==> src/rtl/core/range_min_gcd_segment_tree_macros.svh <==
// Assertion helpers used by range_min_gcd_segment_tree.sv.
`ifndef RANGE_MIN_GCD_SEGMENT_TREE_MACROS_SVH
`define RANGE_MIN_GCD_SEGMENT_TREE_MACROS_SVH

// Checks that a property holds at every clock edge outside reset.
`define RMGST_ASSERT(label, prop, msg) \
    label: assert property (@(posedge clk) disable iff (!rst_n) (prop)) else $error(msg);

// Checks that a condition in one cycle implies another in the next cycle.
`define RMGST_ASSERT_NEXT(label, cond, expr, msg) \
    label: assert property (@(posedge clk) disable iff (!rst_n) (cond) |=> (expr)) \
        else $error(msg);

`endif

==> src/rtl/core/rmgst_ram.sv <==
module rmgst_ram #(
    parameter int WIDTH = 8,
    parameter int DEPTH = 16
) (
    input  logic                     clk,
    input  logic                     we,
    input  logic [$clog2(DEPTH)-1:0] waddr,
    input  logic [WIDTH-1:0]         wdata,
    input  logic [$clog2(DEPTH)-1:0] raddr,
    output logic [WIDTH-1:0]         rdata
);

    logic [WIDTH-1:0] mem [DEPTH];

    // One write port and one registered read port.
    always_ff @(posedge clk)
    begin
        if (we)
        begin
            mem[waddr] <= wdata;
        end
        rdata <= mem[raddr];
    end

endmodule

==> config.mk <==
export PLATFORM = sky130hd
export DESIGN_NAME = rmgst_ram
export DESIGN_NICKNAME = d
export VERILOG_FILES = /design/src/rtl/core/range_min_gcd_segment_tree_macros.svh /design/src/rtl/core/rmgst_ram.sv
export SDC_FILE = /design/constraint.sdc
export NUM_CORES = 1
export LEC_CHECK = 0
export BUFFER_PORTS_ARGS = -buffer_cell sky130_fd_sc_hd__clkbuf_2
export CORE_MARGIN = 5
export CORE_UTILIZATION = 55
export CTS_BUF_LIST = sky130_fd_sc_hd__clkbuf_8
export CTS_CLUSTER_DIAMETER = 100
export CTS_CLUSTER_SIZE = 28
export DETAILED_ROUTE_END_ITERATION = 12
export PLACE_DENSITY = 0.78
export SKIP_CTS_REPAIR_TIMING = 1
export SYNTH_ARGS = -nofsm -noshare
export SYNTH_HDL_FRONTEND = slang
export SYNTH_SLANG_ARGS = --single-unit
==> constraint.sdc <==
create_clock -name clk -period 2.6 [get_ports clk]
set_input_delay 0.52 -clock clk [delete_from_list [all_inputs] [get_ports clk]]
set_output_delay 0.52 -clock clk [all_outputs]
set_load 0.02 [all_outputs]
Word level (Yosys, flattened, before mapping):

Memory sizes are Yosys's and may differ from the RTL's. A register that Yosys moved wholly into a read port is not among the register bits.
Index checks and enable logic that the tools add are counted.

* multiplexer cells: 2

Operator list (count)
* two-way mux 1 bit: 2

* bits in registers: 0
* memories kept: 1
* bits in writable memories: 128
* input bits: 18
* output and inout port bits: 8

Memories
* mem: words 16, width 8, rd ports 1, clocked after Yosys merged registers in 1, write ports 1, RTL line rmgst_ram.sv:13 `logic [WIDTH-1:0] mem [DEPTH];`

Logic depth before layout (Yosys ltp):

* word-level depth: 2
* mapped depth: 5
* mapped depth without buffers: 3

Worst setup path after synthesis:

No wires, ideal clock.

* path type: input port to flip-flop
* start point: input port waddr[2]
* end point: memory mem[0][0], enable pin
* path slack: 0.587 ns
* stages on the path: 2
* library setup time: 0.383 ns
* arrival: 1.630 ns
* path through: or3b_2 > nor3_1

RTL lines
* start: declaration: RTL line rmgst_ram.sv:7 `input logic [$clog2(DEPTH)-1:0] waddr,`
* end: declaration: RTL line rmgst_ram.sv:13

No word-level cell before the write port.

==> impl_metrics.tcl <==
set metrics [dict create \
    hold_path_class "in2reg" \
    yosys.cell_types.count 19 \
    yosys.area.top_type "edfxtp_1" \
    r2r-end "rdata[2]" \
    end_kind "register" \
    synth_area_leaders "edfxtp_1 (75%), mux4_2 (7.9%), mux4_1 (7.1%)" \
    yosysWarningCount 0 \
    stdcell_area_sq_um 5860 \
    grt_max_degree 33 \
    nNetsFinal 297 \
    die_x_um 107 \
    pre_cts_slack_ps 608 \
    rsz0062_at_grt "no" \
    n_fill_cell 616 \
    cp_max_fo 32 \
    clock_skew_ps 6.92 \
    r2r_cells 3 \
    clk_pin_slew_ps 70 \
    htree_levels 4 \
    p_leak_uw 0.00200 \
    crit_path_start "raddr[0]" \
    grt_pass1_wl_um 14700 \
    io_buffer_count 25 \
    dieArea_sq_um 11400 \
    via_count 2449 \
    worst_path_max_delay_cell "mux4_1" \
    p_sw_uw 869 \
    finalHoldViolCount 0 \
    arrival_ps 1850 \
    seqCellArea_sq_um 4000 \
    drc 0 \
    setup_viol 0 \
    antenna_found_initial 0 \
    maxCapViolations 0 \
    dp_hpwl_um 5820 \
    die_h_um 107 \
    fin_ws_ps 1050 \
    worst_pin_slew_ps 818 \
    cts_made_buffers 17 \
    drt_iter0_markers 244 \
    syn_to_final_growth_pct 13.8 \
    via_per_inst 6.08 \
    cp_slowest_stage_delay_ps 590 \
    syn-cell-area_sq_um 5150 \
    core_region_area_sq_um 9200 \
    p_clk_frac 0.391 \
    power_uw 4430 \
    drt-pass1-iter-count 5 \
    num_antenna_cells 0 \
    routedWlPerCell_um 23.6 \
    reg2reg_slack_ps 1240 \
    track_usage 0.186 \
    start_util 0.560 \
    crit_path_end "rdata[2]" \
    required_ps 2900 \
    worstPathCellList "clkbuf_2 > buf_12 > mux4_1 > a22oi_1 > nand2_1" \
    yosys.area.top_type_share 0.747 \
    period_needed_ps 1550 \
    intPower_uw 3560 \
    period_share 0.596 \
    num_rows 35 \
    clock_path_buffers 2 \
    insertion_delay_ps 420 \
    multi_input_area_sq_um 1060 \
    ir_worst_vdd_v 0.000310 \
    p_sw_frac 0.196 \
    cp-start-kind "input pin" \
    place_area_sq_um 5460 \
    routabilityCongestion 0.777 \
    netlist_instances 229 \
    relSlewSlack 0.452 \
    clock-root-buffer "clkbuf_8" \
    drive_gt1_frac 0.288 \
    timing.fmax_mhz 645 \
    p_seq_frac 0.556 \
    overflow 0 \
    cts.sinks 136 \
    tns_ps 0 \
    io_pins 26 \
    grt_pass1_vias 2506 \
    crit_type "in2reg" \
    slew_violations 0 \
    p_comb_frac 0.053 \
    r2r_start "mem[9][2]" \
    power_density_nw_per_um2 756 \
    seq_area_frac_synth 0.778 \
    cts_tree "done" \
    wl_um 9510 \
    synth_seq_cells 136 \
    syn_nets 247 \
    status "completed" \
    ant_nets 0 \
    syn_avg_cell_area_sq_um 22.5 \
]
-- critical path: cells and delay by family --
family	cells	cell delay [ps]
AO/OA/AOI/OAI	1	290
buffers and inverters	2	350
multiplexers	1	590
AND/OR/NAND/NOR	1	80
-- cells by family after synthesis --
kind of cell,count (synthesis),share of synthesized area
AO/OA/AOI/OAI,16,0.0233
buffers and inverters,10,0.0168
flip-flops,136,0.778
multiplexers,32,0.150
AND/OR/NAND/NOR,35,0.0318
-- per-layer routing --
| metal | vias to the layer above | global-route usage | wire [um] |
|---|---|---|---|
| li1 | 1073 | - | - |
| met1 | 1250 | 0.256 | 3910 |
| met2 | 118 | 0.291 | 4720 |
| met3 | 8 | 0.0524 | 780 |
| met4 | 0 | 0.0648 | 97 |
| met5 | - | 0 | 0 |
-- power by group through the flow --
stage                     clock network [uW]  logic, uW  registers, uW
after global routing                    1870        256           2470
after CTS                               1760        237           2460
after global placement                     0        230           2510
final                                   1730        234           2460
after detailed placement                   0        237           2510
after floorplan                            0        124           2530
-- cell usage after synthesis --
cell,n
edfxtp_1,128
mux4_2,18
a22oi_1,16
mux4_1,14
nor2_1,13
nand2_1,9
dfxtp_1,8
nor3_1,4
buf_2,3
buf_6,3
clkdlybuf4s25_2,3
nand2b_1,2
nand3b_1,2
and2_1,1
and2b_1,1
buf_4,1
nand3_1,1
nor2b_1,1
or3b_2,1
-- cells in the final DEF, fill, tap and decap left out, drive strengths merged --
| cell type | instances |
|---|---|
| buf | 16 |
| inv | 3 |
| edfxtp | 128 |
| a22oi | 16 |
| nand3b | 2 |
| nand2 | 9 |
| or3b | 1 |
| and2 | 1 |
| clkinv | 7 |
| and2b | 1 |
| nor3 | 4 |
| nor2b | 1 |
| nor2 | 13 |
| clkinvlp | 1 |
| nand2b | 2 |
| dfxtp | 8 |
| clkbuf | 42 |
| nand3 | 1 |
| bufinv | 4 |
| mux4 | 32 |
-- sequential cells by signal, indices dropped and copies added, names as in the netlist --
register	flops
mem	128
rdata	8
-- per-stage QoR --
| stage | util | cells | hold WS (ps) |
|---|---|---|---|
| 5_1_grt | 0.637 | 403 | 526 |
| 2_1_floorplan | - | 229 | 619 |
| 6_report | 0.637 | 403 | 511 |
| 3_5_place_dp | 0.593 | 371 | 659 |
| 3_3_place_gp | 0.593 | 371 | 650 |
| 4_1_cts | 0.637 | 403 | 482 |
-- layout make-up --
class / count / share of cell area
multi-input cells: 83 / 0.180
clock inverters: 15 / 0.0286
well taps: 111 / 0.0237
flip-flops and latches: 136 / 0.683
clock buffers: 17 / 0.0399
repair buffers: 41 / 0.0440
-- how the worst min path moves through the flow --
stage | startpoint | cells after the start | slack, ps | to
after floorplan | wdata[0] | 0 | 620 | mem[0][0]
final | wdata[0] | 1 | 510 | mem[5][0]
after global placement | mem[12][5] | 3 | 650 | rdata[5]
after CTS | wdata[0] | 1 | 480 | mem[0][0]
after detailed placement | mem[15][0] | 3 | 660 | rdata[0]
after global routing | wdata[2] | 1 | 530 | mem[8][2]
(Power assumes the default switching activity.)
